==> src/rtl/bhcd_pkg.sv <==
`default_nettype none
// ----------------------------------------------------------------------------
// bhcd_pkg
// Shared types and codes for the batch header conflict detector.
// ----------------------------------------------------------------------------
package bhcd_pkg;

  localparam int BATCH_W  = 64;
  localparam int DIGEST_W = 256;
  localparam int STATUS_W = 2;
  localparam int INDEX_W  = 4;

  // result status codes
  localparam logic [STATUS_W-1:0] STATUS_OK    = 2'd0;
  localparam logic [STATUS_W-1:0] STATUS_EQUIV = 2'd1;
  localparam logic [STATUS_W-1:0] STATUS_FULL  = 2'd2;

  // lookup key, batch number in the low bits as on the input bus
  typedef struct packed {
    logic [DIGEST_W-1:0] digest;
    logic [BATCH_W-1:0]  batch;
  } key_t;

  // search token handed from cell to cell
  typedef struct packed {
    logic               valid;
    logic               found;
    logic               conflict;
    logic [INDEX_W-1:0] index;
  } tok_t;

endpackage
`default_nettype wire

==> src/rtl/bhcd_cell.sv <==
`default_nettype none
// ----------------------------------------------------------------------------
// bhcd_cell
// One table entry: holds a batch number and its digest, checks the passing
// search token against the key and hands the token on in the next cycle.
// ----------------------------------------------------------------------------
module bhcd_cell #(
  parameter int CELL_INDEX = 0,
  parameter int CNT_W      = 5
) (
  input  wire                 clk,
  input  wire                 rst,
  input  bhcd_pkg::key_t      key,
  input  wire [CNT_W-1:0]     count,
  input  wire                 wr_en,
  input  bhcd_pkg::tok_t      tok_in,
  output bhcd_pkg::tok_t      tok_out
);

  logic [bhcd_pkg::BATCH_W-1:0]  batch;
  logic [bhcd_pkg::DIGEST_W-1:0] digest;
  logic                          in_use;
  logic                          match;
  logic                          clash;
  bhcd_pkg::tok_t                tok_next;

  // entry holds data only once the fill count has passed it
  assign in_use = count > CNT_W'(CELL_INDEX);
  assign match  = tok_in.valid && !tok_in.found && in_use && (batch == key.batch);
  assign clash  = match && (digest != key.digest);

  // token update
  always_comb begin
    tok_next          = tok_in;
    tok_next.found    = tok_in.found | match;
    tok_next.conflict = tok_in.conflict | clash;
    if (clash) begin
      tok_next.index = CELL_INDEX[bhcd_pkg::INDEX_W-1:0];
    end
  end

  always_ff @(posedge clk) begin
    if (rst) begin
      tok_out <= '0;
    end else begin
      tok_out <= tok_next;
    end
  end

  // append writes the entry at the fill position
  always_ff @(posedge clk) begin
    if (wr_en && (count == CNT_W'(CELL_INDEX))) begin
      batch  <= key.batch;
      digest <= key.digest;
    end
  end

endmodule
`default_nettype wire

==> config.mk <==
export PLATFORM = sky130hd
export DESIGN_NAME = bhcd_cell
export DESIGN_NICKNAME = d
export VERILOG_FILES = /design/src/rtl/bhcd_pkg.sv /design/src/rtl/bhcd_cell.sv
export SDC_FILE = /design/constraint.sdc
export NUM_CORES = 1
export LEC_CHECK = 0
export BUFFER_PORTS_ARGS = -buffer_cell sky130_fd_sc_hd__buf_2
export CAP_MARGIN = 20
export CORE_ASPECT_RATIO = 0.8
export CORE_MARGIN = 8
export CORE_UTILIZATION = 30
export DETAILED_ROUTE_END_ITERATION = 12
export PLACE_DENSITY = 0.54
export SLEW_MARGIN = 20
export SYNTH_ARGS = -nofsm -noshare
export SYNTH_HDL_FRONTEND = slang
export SYNTH_SLANG_ARGS = --single-unit
==> constraint.sdc <==
create_clock -name clk -period 9.7 [get_ports clk]
set_input_delay 0.485 -clock clk [delete_from_list [all_inputs] [get_ports clk]]
set_output_delay 0.485 -clock clk [all_outputs]
set_load 0.02 [all_outputs]
* After elaboration in Yosys (flattened, before gate mapping)
Cells that the tools add are included.
** Word-level totals
- Register bits :: 327
- Input bits :: 335
- Output and inout port bits :: 7
- Word-level logic and storage cells :: 19
** Cells by class
- Magnitude comparators :: 1
- Equal/unequal tests :: 2
- Bitwise gates (word level) :: 2
- Reductions and logical operators :: 8
** Operator list (count)
- inequality test 256 bit :: 1
- == test 64 bit :: 1
- greater-than comparator 5 x 1 -> 1 bit (second input constant) :: 1
- logical AND 1 bit :: 5
- logical NOT 5 bit :: 1
- OR 1 bit :: 2
- OR reduction 2 bit :: 1
- logical NOT 1 bit :: 1

* Depth between registers and ports, before layout
Gate-level depths: netlist (run 1).
- Word-level depth :: 6
- Gate-level depth with buffers :: 7
- Depth with buffers taken out :: 6

* Worst setup path after synthesis (run 1)
Ideal clock, no wire load.
- Path type :: input-to-reg
- Start :: input port count[3]
- End :: register batch[0] (netlist name) (enable)
- Setup time :: 0.723 ns
- Arrival time :: 8.388 ns
- Path slack :: 0.588 ns
- Stages on the path :: 3
- Path through :: or4_1 -> nor2_1 -> and2_1
** On the way
- Cells in the longest elaborated chain, start to end :: 2
** Ends and longest elaborated chain
- start: declaration :: RTL line bhcd_cell.sv:14 : input wire [CNT_W-1:0] count,
- logical NOT 5 bit :: RTL line bhcd_cell.sv:52 : if (wr_en && (count == CNT_W'(CELL_INDEX))) begin
- logical AND 1 bit :: RTL line bhcd_cell.sv:52
- end signal: assignment :: RTL line bhcd_cell.sv:53 : batch <= key.batch;
- end: declaration :: RTL line bhcd_cell.sv:20 : logic [bhcd_pkg::BATCH_W-1:0] batch;
No other way between the ends.
A chain may end at the register's enable or synchronous reset.

* Worst setup path after layout (run 1)
- Start :: input port count[3]
- End :: register digest[88] (netlist name) (enable)
** On the way
- Cells in the longest elaborated chain, start to end :: 2
** Ends and longest elaborated chain
- logical NOT 5 bit :: RTL line bhcd_cell.sv:52
- logical AND 1 bit :: RTL line bhcd_cell.sv:52
- end signal: assignment :: RTL line bhcd_cell.sv:54 : digest <= key.digest;
- end: declaration :: RTL line bhcd_cell.sv:21 : logic [bhcd_pkg::DIGEST_W-1:0] digest;
No other way between the ends.

==> flow_results.xml, run 1 <==
<?xml version="1.0" encoding="UTF-8"?>
<metrics>
  <group name="status">
    <metric name="run_status" unit="">finished, final reports clean</metric>
  </group>
  <group name="yosys">
    <metric name="synth_seq_area_share" unit="%">72.5</metric>
    <metric name="synth.top_cell.area_share" unit="%">71.5</metric>
    <metric name="synth_cells" unit="">800</metric>
    <metric name="post_synth_edffs" unit="">320</metric>
    <metric name="synth.net_count" unit="">1135</metric>
    <metric name="yosys.area.top_type" unit="">sky130_fd_sc_hd__edfxtp_1</metric>
    <metric name="yosys_most_used_dff" unit="">sky130_fd_sc_hd__edfxtp_1</metric>
    <metric name="postSynthRegisterBits" unit="">327</metric>
    <metric name="synthArstFlopShare" unit="%">0</metric>
    <metric name="post_synth_instance_area" unit="um^2">13400</metric>
    <metric name="synth_warnings" unit="">0</metric>
    <metric name="netlist-cell-type-count" unit="">35</metric>
    <metric name="ys_top_cells_by_area" unit="">sky130_fd_sc_hd__edfxtp_1 71%, sky130_fd_sc_hd__xor2_1 18%, sky130_fd_sc_hd__nor4_1 3.5%</metric>
    <metric name="synth.most_common_cell" unit="">sky130_fd_sc_hd__edfxtp_1</metric>
    <metric name="synth_commonest_cells" unit="">320 x sky130_fd_sc_hd__edfxtp_1, 278 x sky130_fd_sc_hd__xor2_1, 75 x sky130_fd_sc_hd__nor4_1, 22 x sky130_fd_sc_hd__nand4_1, 20 x sky130_fd_sc_hd__inv_1</metric>
    <metric name="post_synth.cell_area_avg" unit="um^2">16.8</metric>
  </group>
  <group name="worst_hold_path">
    <metric name="worstHoldPathCells" unit="">2</metric>
    <metric name="hold_path_class" unit="">in -&gt; reg</metric>
  </group>
  <group name="cells_and_area">
    <metric name="final_layout_size_suffix_gt1_share" unit="%">32.8</metric>
    <metric name="layout-area-overhead-vs-synth" unit="%">26.8</metric>
    <metric name="layout.nets" unit="">1516</metric>
    <metric name="fillerInstances" unit="">4227</metric>
  </group>
  <group name="grt">
    <metric name="number_of_antenna_violations_at_the_first_check_in_global_routing" unit="">14</metric>
    <metric name="grt_overflow" unit="">0</metric>
    <metric name="grt_pass1_wl" unit="mm">47.8</metric>
    <metric name="grt_max_degree" unit="">160</metric>
    <metric name="grt_pass1_vias" unit="">8204</metric>
    <metric name="global_route.usage.total" unit="%">11.8</metric>
  </group>
  <group name="critical_path">
    <metric name="r2r.worst_path.cells" unit="">6</metric>
    <metric name="worst_path_most_repeated_cell" unit="">sky130_fd_sc_hd__buf_4</metric>
    <metric name="worstPathMaxFanout" unit="">72</metric>
    <metric name="timing.critical_path.max_delay_family" unit="">buffers and inverters</metric>
    <metric name="cpMaxStageDelayCell" unit="">sky130_fd_sc_hd__buf_4</metric>
    <metric name="criticalPathCategory" unit="">in -&gt; reg</metric>
    <metric name="setup.worst_path.start_class" unit="">input port</metric>
    <metric name="cp_data_required_time" unit="ps">9850</metric>
    <metric name="nature_of_the_critical_path_endpoint" unit="">register</metric>
    <metric name="path_depth" unit="">6</metric>
    <metric name="cp.arrival" unit="ps">3410</metric>
    <metric name="cp_num_buf_inv" unit="">3</metric>
    <metric name="critPathMaxStageDelay" unit="ps">820</metric>
    <metric name="timing.critical_path.cells" unit="">buf_2 &gt; or4_1 &gt; nor2_1 &gt; and2_4 &gt; buf_4 &gt; buf_4</metric>
  </group>
  <group name="placed_design">
    <metric name="gp_congestion" unit="">0.745</metric>
    <metric name="io_buffer_count" unit="">341</metric>
    <metric name="dpl_worst_slack" unit="ps">5890</metric>
    <metric name="dp_hpwl" unit="mm">24.1</metric>
  </group>
  <group name="pwr">
    <metric name="p_leak" unit="nW">6.33</metric>
    <metric name="post-layout-total-power" unit="mW">3.06</metric>
    <metric name="vdd.ir_drop.worst" unit="V">0.000138</metric>
    <metric name="pwr_density_cell" unit="nW/um^2">179</metric>
  </group>
  <group name="floorplan">
    <metric name="die_h" unit="um">205</metric>
    <metric name="die_w" unit="um">253</metric>
    <metric name="io-pin-count" unit="">342</metric>
    <metric name="initial_core_util" unit="%">30.4</metric>
    <metric name="placeableCoreArea" unit="um^2">44300</metric>
    <metric name="die_area" unit="um^2">51900</metric>
    <metric name="placement_rows" unit="">69</metric>
  </group>
  <group name="sta">
    <metric name="fin_tns_setup" unit="ps">0</metric>
    <metric name="max_clock_freq" unit="GHz">0.307</metric>
    <metric name="final-max-slew-violation-count" unit="">0</metric>
    <metric name="final-hold-violation-count" unit="">0</metric>
    <metric name="final.min_clock_period" unit="ps">3250</metric>
    <metric name="worst-slew-pin-transition" unit="ps">1100</metric>
    <metric name="rsz0062_at_grt" unit="">no</metric>
    <metric name="fin_worst_skew" unit="ps">17.8</metric>
    <metric name="layout_setup_ws" unit="ps">6450</metric>
    <metric name="period_share" unit="%">33.5</metric>
    <metric name="relSlewSlack" unit="%">26.5</metric>
    <metric name="finalSetupViolCount" unit="">0</metric>
  </group>
  <group name="clock_network">
    <metric name="cts_setup_buffers" unit="">0</metric>
    <metric name="clkTransAtPathRegs" unit="ps">60</metric>
    <metric name="clock_insertion_delay_worst_skew" unit="ps">540</metric>
    <metric name="cts_hold_buffers" unit="">0</metric>
    <metric name="clock_tree_from_tritoncts" unit="">yes</metric>
    <metric name="clk_root_buffer_cell" unit="">sky130_fd_sc_hd__clkbuf_16</metric>
    <metric name="ctsResizeCount" unit="">0</metric>
    <metric name="cts_num_sinks" unit="">327</metric>
    <metric name="cts-buffers-inserted" unit="">36</metric>
    <metric name="cts_max_path_buffers" unit="">3</metric>
    <metric name="h_tree_levels" unit="">2</metric>
  </group>
  <group name="route">
    <metric name="route.final.wire_length" unit="mm">31.6</metric>
    <metric name="routed_wire_length_per_instance" unit="um">17.5</metric>
    <metric name="detailroute.via_count" unit="">7734</metric>
    <metric name="route.detailed.vias_per_inst" unit="">4.27</metric>
    <metric name="dr.first_iter.drc_count" unit="">457</metric>
    <metric name="route.antenna.remaining_nets" unit="">0</metric>
    <metric name="route.detailed.drc" unit="">0</metric>
    <metric name="drt_pre_antenna_iters" unit="">6</metric>
  </group>
  <group name="job">
    <metric name="drv.max_cap_violation_count" unit="">0</metric>
  </group>
</metrics>
-- flip-flops by register name, summed over array words and instances (netlist names) --
name and cells:
digest 256, tok_out 7, batch 64
-- logic make-up (layout without fill, tap and decap cells) --
kind of cell / count (synthesis) / count (layout) / synth area share (%)
AOI/OAI and AO/OA: 27 / 27 / 1.57
and+or+nand+nor: 127 / 127 / 5.98
other: 0 / 4 / 0
buffers and inverters: 24 / 430 / 0.698
xor gates and xnor gates: 295 / 295 / 19.2
DFF: 327 / 327 / 72.5
-- power breakdown --
part / total [mW] / internal, mW / switching (mW)
Combinational: 0.180 / 0.0900 / 0.0895
Clock: 1.30 / 0.754 / 0.547
Sequential: 1.58 / 1.57 / 0.00633
-- worst register-to-register path: cells and delay by family, from the launching register on --
family,cells,cell delay (ps)
and+or+nand+nor,4,2060
DFF,1,380
AOI/OAI and AO/OA,1,330
xor gates and xnor gates,1,160
-- final timing paths --
check | startpoint | to | slack, ps
hold reg to reg | batch[50] | tok_out[3] | 940
hold / removal | rst | tok_out[6] | 140
setup / recovery | count[3] | digest[88] | 6450
setup reg to reg | digest[190] | tok_out[4] | 6670
-- routing by layer --
| layer | vias up | track usage [%] | wire length (um) |
|---|---|---|---|
| met1 | 3683 | 15.3 | 13800 |
| li1 | 3772 | - | - |
| met5 | - | 0 | 132 |
| met4 | 22 | 3.76 | 680 |
| met2 | 187 | 18.6 | 14900 |
| met3 | 70 | 3.88 | 2080 |
-- final cells by class --
type | count | area, um^2 | share of cell area [%]
Tap cell | 603 | 754 | 4.43
Clock buffer | 46 | 960 | 5.63
Multi-Input combinational cell | 449 | 3610 | 21.2
Sequential cell | 327 | 9750 | 57.2
Clock inverter | 17 | 139 | 0.815
Inverter | 23 | 86.3 | 0.506
Timing Repair Buffer | 344 | 1740 | 10.2
Antenna cell | 4 | 10.0 | 0.0587
-- cells in the final DEF, fill, tap and decap left out, drive strengths merged, types with 6 or more instances in the layout --
master  instances
nor4           75
xnor2          17
nand4          23
dfxtp           7
buf           344
xor2          278
nor2b          12
clkbuf         46
o22ai           6
inv            25
clkinv         12
a21oi           6
edfxtp        320
-- per-stage QoR --
stage	utilization, %	area, um^2	std cells	hold slack, ps
4_1_cts	38.5	17000	1809	97.8
2_1_floorplan	-	13400	800	557
5_1_grt	38.5	17000	1811	111
3_3_place_gp	36.0	15900	1746	675
3_5_place_dp	36.0	15900	1746	675
6_report	38.5	17000	1813	142
No activity file was read; power rests on OpenSTA's default activity.
==> run 2, diff against run 1 <==
--- a/config.mk
+++ b/config.mk
@@ -11,7 +11,7 @@
 export CORE_MARGIN = 8
 export CORE_UTILIZATION = 30
 export DETAILED_ROUTE_END_ITERATION = 12
-export PLACE_DENSITY = 0.54
+export PLACE_DENSITY = 0.52
 export SLEW_MARGIN = 20
 export SYNTH_ARGS = -nofsm -noshare
 export SYNTH_HDL_FRONTEND = slang
==> constraint.sdc (replaced) <==
create_clock -name clk -period 3.1 [get_ports clk]
set_input_delay 0.155 -clock clk [delete_from_list [all_inputs] [get_ports clk]]
set_output_delay 0.155 -clock clk [all_outputs]
set_load 0.02 [all_outputs]
==> flow_results.xml, run 2 (synthesis gave the netlist of run 1 again) <==
<?xml version="1.0" encoding="UTF-8"?>
<metrics>
  <group name="pwr">
    <metric name="pwr_density_cell" unit="nW/um^2">502</metric>
    <metric name="vdd.ir_drop.worst" unit="V">0.000418</metric>
    <metric name="p_leak" unit="nW">7.83</metric>
    <metric name="post-layout-total-power" unit="mW">10.3</metric>
  </group>
  <group name="cells_and_area">
    <metric name="final_layout_size_suffix_gt1_share" unit="%">26.4</metric>
    <metric name="final_common_cell" unit="">sky130_fd_sc_hd__buf_2</metric>
    <metric name="final_cell_area" unit="um^2">20500</metric>
    <metric name="top_regs" unit="">digest x256, batch x64, tok_out x7</metric>
    <metric name="top_register" unit="">digest</metric>
    <metric name="largest_reg_flops" unit="">256</metric>
    <metric name="finalCoreUtilization" unit="%">46.4</metric>
    <metric name="layout-area-overhead-vs-synth" unit="%">52.9</metric>
    <metric name="layout.nets" unit="">1855</metric>
    <metric name="fillerInstances" unit="">3890</metric>
    <metric name="most_frequent_cells_in_the_layout" unit="">341 x sky130_fd_sc_hd__buf_2, 328 x sky130_fd_sc_hd__dlygate4sd3_1, 320 x sky130_fd_sc_hd__edfxtp_1</metric>
  </group>
  <group name="clock_network">
    <metric name="clock_tree_from_tritoncts" unit="">yes</metric>
    <metric name="cts_num_sinks" unit="">327</metric>
    <metric name="ctsResizeCount" unit="">0</metric>
    <metric name="cts-buffers-inserted" unit="">37</metric>
    <metric name="clock_insertion_delay_worst_skew" unit="ps">540</metric>
    <metric name="h_tree_levels" unit="">2</metric>
    <metric name="cts_max_path_buffers" unit="">3</metric>
    <metric name="clk_root_buffer_cell" unit="">sky130_fd_sc_hd__clkbuf_16</metric>
    <metric name="clkTransAtPathRegs" unit="ps">60</metric>
  </group>
  <group name="floorplan">
    <metric name="io-pin-count" unit="">342</metric>
    <metric name="die_w" unit="um">253</metric>
    <metric name="die_area" unit="um^2">51900</metric>
    <metric name="die_h" unit="um">205</metric>
    <metric name="initial_core_util" unit="%">30.4</metric>
    <metric name="placement_rows" unit="">69</metric>
    <metric name="placeableCoreArea" unit="um^2">44300</metric>
  </group>
  <group name="job">
    <metric name="drv.max_cap_violation_count" unit="">0</metric>
  </group>
  <group name="route">
    <metric name="routed_wire_length_per_instance" unit="um">16.9</metric>
    <metric name="detailroute.via_count" unit="">9095</metric>
    <metric name="drt_pre_antenna_iters" unit="">7</metric>
    <metric name="route.detailed.vias_per_inst" unit="">4.22</metric>
    <metric name="route.final.wire_length" unit="mm">36.4</metric>
    <metric name="route.antenna.remaining_nets" unit="">0</metric>
    <metric name="dr.first_iter.drc_count" unit="">380</metric>
    <metric name="route.detailed.drc" unit="">0</metric>
  </group>
  <group name="sta">
    <metric name="period_share" unit="%">84.9</metric>
    <metric name="relSlewSlack" unit="%">59.6</metric>
    <metric name="final-hold-violation-count" unit="">0</metric>
    <metric name="worst-slew-pin-transition" unit="ps">601</metric>
    <metric name="fin_tns_setup" unit="ps">0</metric>
    <metric name="rsz0062_at_grt" unit="">no</metric>
    <metric name="max_clock_freq" unit="GHz">0.380</metric>
    <metric name="finalSetupViolCount" unit="">0</metric>
    <metric name="fin_worst_skew" unit="ps">11.5</metric>
    <metric name="final.min_clock_period" unit="ps">2630</metric>
    <metric name="final-max-slew-violation-count" unit="">0</metric>
  </group>
  <group name="critical_path">
    <metric name="cp_data_required_time" unit="ps">3520</metric>
    <metric name="worstPathMaxFanout" unit="">5</metric>
    <metric name="setup.worst_path.start_class" unit="">register</metric>
    <metric name="r2r_start" unit="">digest[30]</metric>
    <metric name="critPathMaxStageDelay" unit="ps">550</metric>
    <metric name="nature_of_the_critical_path_endpoint" unit="">register</metric>
    <metric name="cpMaxStageDelayCell" unit="">sky130_fd_sc_hd__nor4_1</metric>
    <metric name="startpoint" unit="">digest[30]</metric>
    <metric name="cp.arrival" unit="ps">3050</metric>
    <metric name="timing.critical_path.cells" unit="">xor2_1 &gt; nor4_1 &gt; nand4_1 &gt; nor4_1 &gt; buf_4 &gt; nand4_1 &gt; a31o_1</metric>
    <metric name="criticalPathCategory" unit="">reg -&gt; reg</metric>
  </group>
  <group name="grt">
    <metric name="grt_pass1_vias" unit="">10131</metric>
    <metric name="number_of_antenna_violations_at_the_first_check_in_global_routing" unit="">9</metric>
    <metric name="grt_pass1_wl" unit="mm">56.0</metric>
    <metric name="grt_overflow" unit="">0</metric>
    <metric name="grt_max_degree" unit="">84</metric>
    <metric name="global_route.usage.total" unit="%">13.7</metric>
  </group>
  <group name="worst_hold_path">
    <metric name="hold_start" unit="">wr_en</metric>
    <metric name="hold_path_class" unit="">in -&gt; reg</metric>
  </group>
  <group name="placed_design">
    <metric name="dp_hpwl" unit="mm">25.4</metric>
    <metric name="io_buffer_count" unit="">341</metric>
    <metric name="gp_congestion" unit="">0.771</metric>
    <metric name="placedInstanceArea" unit="um^2">16000</metric>
  </group>
  <group name="status">
    <metric name="run_status" unit="">finished, final reports clean</metric>
  </group>
</metrics>
[run 2: layer usage]
metal / wire (um) / part of all wire (%) / global-route usage [%] / up-vias
met5: 43 / 0.12 / 0 / -
met4: 751 / 2.1 / 4.09 / 8
met3: 2240 / 6.2 / 4.14 / 60
met2: 17200 / 47 / 22.1 / 229
met1: 16100 / 44 / 17.7 / 4337
li1: - / - / - / 4461
[run 2: path summary, 6_finish.rpt]
path | cells past startpoint | slack [ps] | endpoint
setup / recovery | 7 | 470 | tok_out[4]
hold / removal | 3 | 260 | batch[21]
setup reg to reg | 7 | 470 | tok_out[4]
hold reg to reg | 5 | 940 | tok_out[0]
[run 2: final cells by class]
cell class                      count  area, um^2  share of cell area (%)
Sequential cell                   327        9750                    47.4
Timing Repair Buffer              682        5120                    24.9
Multi-Input combinational cell    449        3600                    17.5
Clock buffer                       49        1010                    4.93
Tap cell                          603         754                    3.67
Clock inverter                     17         206                    1.00
Inverter                           23        86.3                   0.420
Antenna cell                        5        12.5                  0.0609
[run 2: timing repair]
action / CTS / global route
buffers inserted: 0 / 0
endpoints found under the hold margin: 327 / 0
hold buffers: 328 / 0
[run 2: worst max-delay path: cells and delay by family, from the launching register on]
family,cells,cell delay (ps)
compound gates,1,280
flops,1,380
buf+inv,1,230
simple gates,4,1460
xor+xnor,1,160
[run 2: where the power goes]
part           switching, mW  internal [mW]
logic                  0.362          0.554
clock network           1.77           2.71
registers             0.0198           4.91
[run 2: through the flow]
stage / hold slack, ps / cells / setup WS (ps)
floorplan: 227 / 800 / -392
global placement: 347 / 1756 / 340
detailed placement: 355 / 1756 / 307
CTS: 207 / 2150 / 275
global route: 234 / 2153 / 257
finish: 261 / 2155 / 469
==> run 3, diff against run 2 <==
--- a/config.mk
+++ b/config.mk
@@ -11,7 +11,7 @@
 export CORE_MARGIN = 8
 export CORE_UTILIZATION = 30
 export DETAILED_ROUTE_END_ITERATION = 12
-export PLACE_DENSITY = 0.52
+export PLACE_DENSITY = 0.54
 export SLEW_MARGIN = 20
 export SYNTH_ARGS = -nofsm -noshare
 export SYNTH_HDL_FRONTEND = slang
==> constraint.sdc (replaced) <==
create_clock -name clk -period 2.25 [get_ports clk]
set_input_delay 0.1125 -clock clk [delete_from_list [all_inputs] [get_ports clk]]
set_output_delay 0.1125 -clock clk [all_outputs]
set_load 0.02 [all_outputs]
==> flow_results.xml, run 3 (synthesis gave the netlist of run 1 again) <==
<?xml version="1.0" encoding="UTF-8"?>
<metrics>
  <group name="sta">
    <metric name="final.min_clock_period" unit="ps">2230</metric>
    <metric name="layout_setup_ws" unit="ps">24.2</metric>
    <metric name="worst_hold_slack" unit="ps">135</metric>
    <metric name="final-hold-violation-count" unit="">0</metric>
    <metric name="fin_tns_setup" unit="ps">0</metric>
    <metric name="finalSetupViolCount" unit="">0</metric>
    <metric name="fin_worst_skew" unit="ps">20.0</metric>
    <metric name="final-max-slew-violation-count" unit="">0</metric>
    <metric name="worst-slew-pin-transition" unit="ps">489</metric>
    <metric name="relSlewSlack" unit="%">66.5</metric>
    <metric name="rsz0062_at_grt" unit="">yes</metric>
    <metric name="period_share" unit="%">98.9</metric>
    <metric name="max_clock_freq" unit="GHz">0.449</metric>
  </group>
  <group name="cells_and_area">
    <metric name="top_register" unit="">digest</metric>
    <metric name="layout.nets" unit="">1869</metric>
    <metric name="most_frequent_cells_in_the_layout" unit="">341 x sky130_fd_sc_hd__buf_2, 328 x sky130_fd_sc_hd__dlygate4sd3_1, 320 x sky130_fd_sc_hd__edfxtp_1</metric>
    <metric name="final_common_cell" unit="">sky130_fd_sc_hd__buf_2</metric>
    <metric name="layout-area-overhead-vs-synth" unit="%">54.6</metric>
    <metric name="final_layout_size_suffix_gt1_share" unit="%">28.3</metric>
    <metric name="largest_reg_flops" unit="">256</metric>
    <metric name="top_regs" unit="">digest x256, batch x64, tok_out x7</metric>
    <metric name="ff_latch_area" unit="um^2">9750</metric>
    <metric name="finalCoreUtilization" unit="%">46.9</metric>
    <metric name="multi_input_area" unit="um^2">3760</metric>
    <metric name="stdcell_count" unit="">2164</metric>
    <metric name="fillerInstances" unit="">3864</metric>
  </group>
  <group name="clock_network">
    <metric name="clk_root_buffer_cell" unit="">sky130_fd_sc_hd__clkbuf_16</metric>
    <metric name="h_tree_levels" unit="">2</metric>
    <metric name="cts_num_sinks" unit="">327</metric>
    <metric name="cts_setup_buffers" unit="">0</metric>
    <metric name="clock_insertion_delay_worst_skew" unit="ps">530</metric>
    <metric name="cts-buffers-inserted" unit="">36</metric>
    <metric name="clock_tree_from_tritoncts" unit="">yes</metric>
    <metric name="clkTransAtPathRegs" unit="ps">60</metric>
    <metric name="cts_max_path_buffers" unit="">3</metric>
  </group>
  <group name="grt">
    <metric name="grt_max_degree" unit="">53</metric>
    <metric name="grt_pass1_wl" unit="mm">56.4</metric>
    <metric name="grt_overflow" unit="">0</metric>
    <metric name="grt_pass1_vias" unit="">10262</metric>
    <metric name="global_route.usage.total" unit="%">13.8</metric>
    <metric name="number_of_antenna_violations_at_the_first_check_in_global_routing" unit="">6</metric>
  </group>
  <group name="critical_path">
    <metric name="cp_data_required_time" unit="ps">2660</metric>
    <metric name="r2r.worst_path.cells" unit="">9</metric>
    <metric name="path_depth" unit="">9</metric>
    <metric name="critPathMaxStageDelay" unit="ps">370</metric>
    <metric name="cpMaxStageDelayCell" unit="">sky130_fd_sc_hd__edfxtp_1</metric>
    <metric name="setup.worst_path.start_class" unit="">register</metric>
    <metric name="timing.critical_path.max_delay_family" unit="">simple AND/OR/NAND/NOR gates</metric>
    <metric name="worstPathMaxFanout" unit="">5</metric>
    <metric name="criticalPathCategory" unit="">reg -&gt; reg</metric>
    <metric name="cp_num_buf_inv" unit="">3</metric>
    <metric name="timing.critical_path.cells" unit="">xor2_1 &gt; nor4_2 &gt; buf_4 &gt; nand4_1 &gt; nor4_4 &gt; buf_4 &gt; nand4_1 &gt; buf_6 &gt; a31o_1</metric>
    <metric name="nature_of_the_critical_path_endpoint" unit="">register</metric>
    <metric name="cp.arrival" unit="ps">2640</metric>
  </group>
  <group name="route">
    <metric name="dr.first_iter.drc_count" unit="">478</metric>
    <metric name="route.detailed.drc" unit="">0</metric>
    <metric name="route.final.wire_length" unit="mm">36.7</metric>
    <metric name="route.antenna.remaining_nets" unit="">0</metric>
    <metric name="routed_wire_length_per_instance" unit="um">17.0</metric>
    <metric name="route.detailed.vias_per_inst" unit="">4.23</metric>
    <metric name="drt_pre_antenna_iters" unit="">5</metric>
    <metric name="detailroute.via_count" unit="">9162</metric>
  </group>
  <group name="floorplan">
    <metric name="die_h" unit="um">205</metric>
    <metric name="initial_core_util" unit="%">30.4</metric>
    <metric name="io-pin-count" unit="">342</metric>
    <metric name="placeableCoreArea" unit="um^2">44300</metric>
    <metric name="die_area" unit="um^2">51900</metric>
    <metric name="placement_rows" unit="">69</metric>
    <metric name="die_w" unit="um">253</metric>
  </group>
  <group name="placed_design">
    <metric name="dpl_worst_slack" unit="ps">-290</metric>
    <metric name="numPlacedInstances" unit="">1771</metric>
    <metric name="gp_congestion" unit="">0.746</metric>
    <metric name="io_buffer_count" unit="">341</metric>
    <metric name="dp_hpwl" unit="mm">25.2</metric>
  </group>
  <group name="worst_hold_path">
    <metric name="worstHoldPathCells" unit="">3</metric>
    <metric name="hold_path_class" unit="">in -&gt; reg</metric>
  </group>
  <group name="pwr">
    <metric name="vdd.ir_drop.worst" unit="V">0.000433</metric>
    <metric name="pwr_density_cell" unit="nW/um^2">652</metric>
    <metric name="p_leak" unit="nW">7.89</metric>
  </group>
  <group name="job">
    <metric name="drv.max_cap_violation_count" unit="">0</metric>
  </group>
  <group name="status">
    <metric name="run_status" unit="">finished, final reports clean</metric>
  </group>
</metrics>
-- run 3: final timing paths --
check / start / endpoint / slack, ps
setup reg to reg: digest[183] / tok_out[4] / 20
setup / recovery: digest[183] / tok_out[4] / 20
hold reg to reg: batch[54] / tok_out[1] / 940
hold / removal: wr_en / batch[10] / 130
-- run 3: power breakdown --
part / switching, mW / leakage [nW] / internal, mW
Sequential: 0.0281 / 2.94 / 6.76
Clock: 2.34 / 0.509 / 3.12
Combinational: 0.518 / 4.44 / 0.777
-- run 3: stage by stage --
stage,area [um^2],power (mW)
4_1_cts,20700,13.8
2_1_floorplan,13400,7.21
3_3_place_gp,16300,7.70
3_5_place_dp,16300,7.72
5_1_grt,20800,14.1
6_report,20800,13.6
-- run 3: cell type report --
cell class / instances / share of cell area (%)
clock buffer: 47 / 4.64
multi-input combinational: 449 / 18.1
antenna: 4 / 0.0482
clock inverter: 14 / 0.458
inverter: 23 / 0.416
tap: 603 / 3.63
sequential: 327 / 46.9
timing repair buffer: 697 / 25.8
-- run 3: worst min-delay path, stage by stage --
cell and delay, ps:
sky130_fd_sc_hd__buf_2 80, sky130_fd_sc_hd__and2_4 190, sky130_fd_sc_hd__buf_12 150
-- run 3: routing by layer --
metal,vias to the layer above,global-route usage [%],part of all wire (%)
li1,4479,-,-
met1,4384,17.3,43
met2,227,23.1,49
met3,68,3.62,5.6
met4,4,4.33,2.2
met5,-,0,0.065
-- run 3: what timing repair did --
action / CTS / global route
endpoints found under the hold margin: 327 / 0
gates resized for setup: 16 / 11
hold buffers: 328 / 0
gates cloned: 0 / 0
endpoints found under the setup margin: 5 / 6
pin swaps: 12 / 5
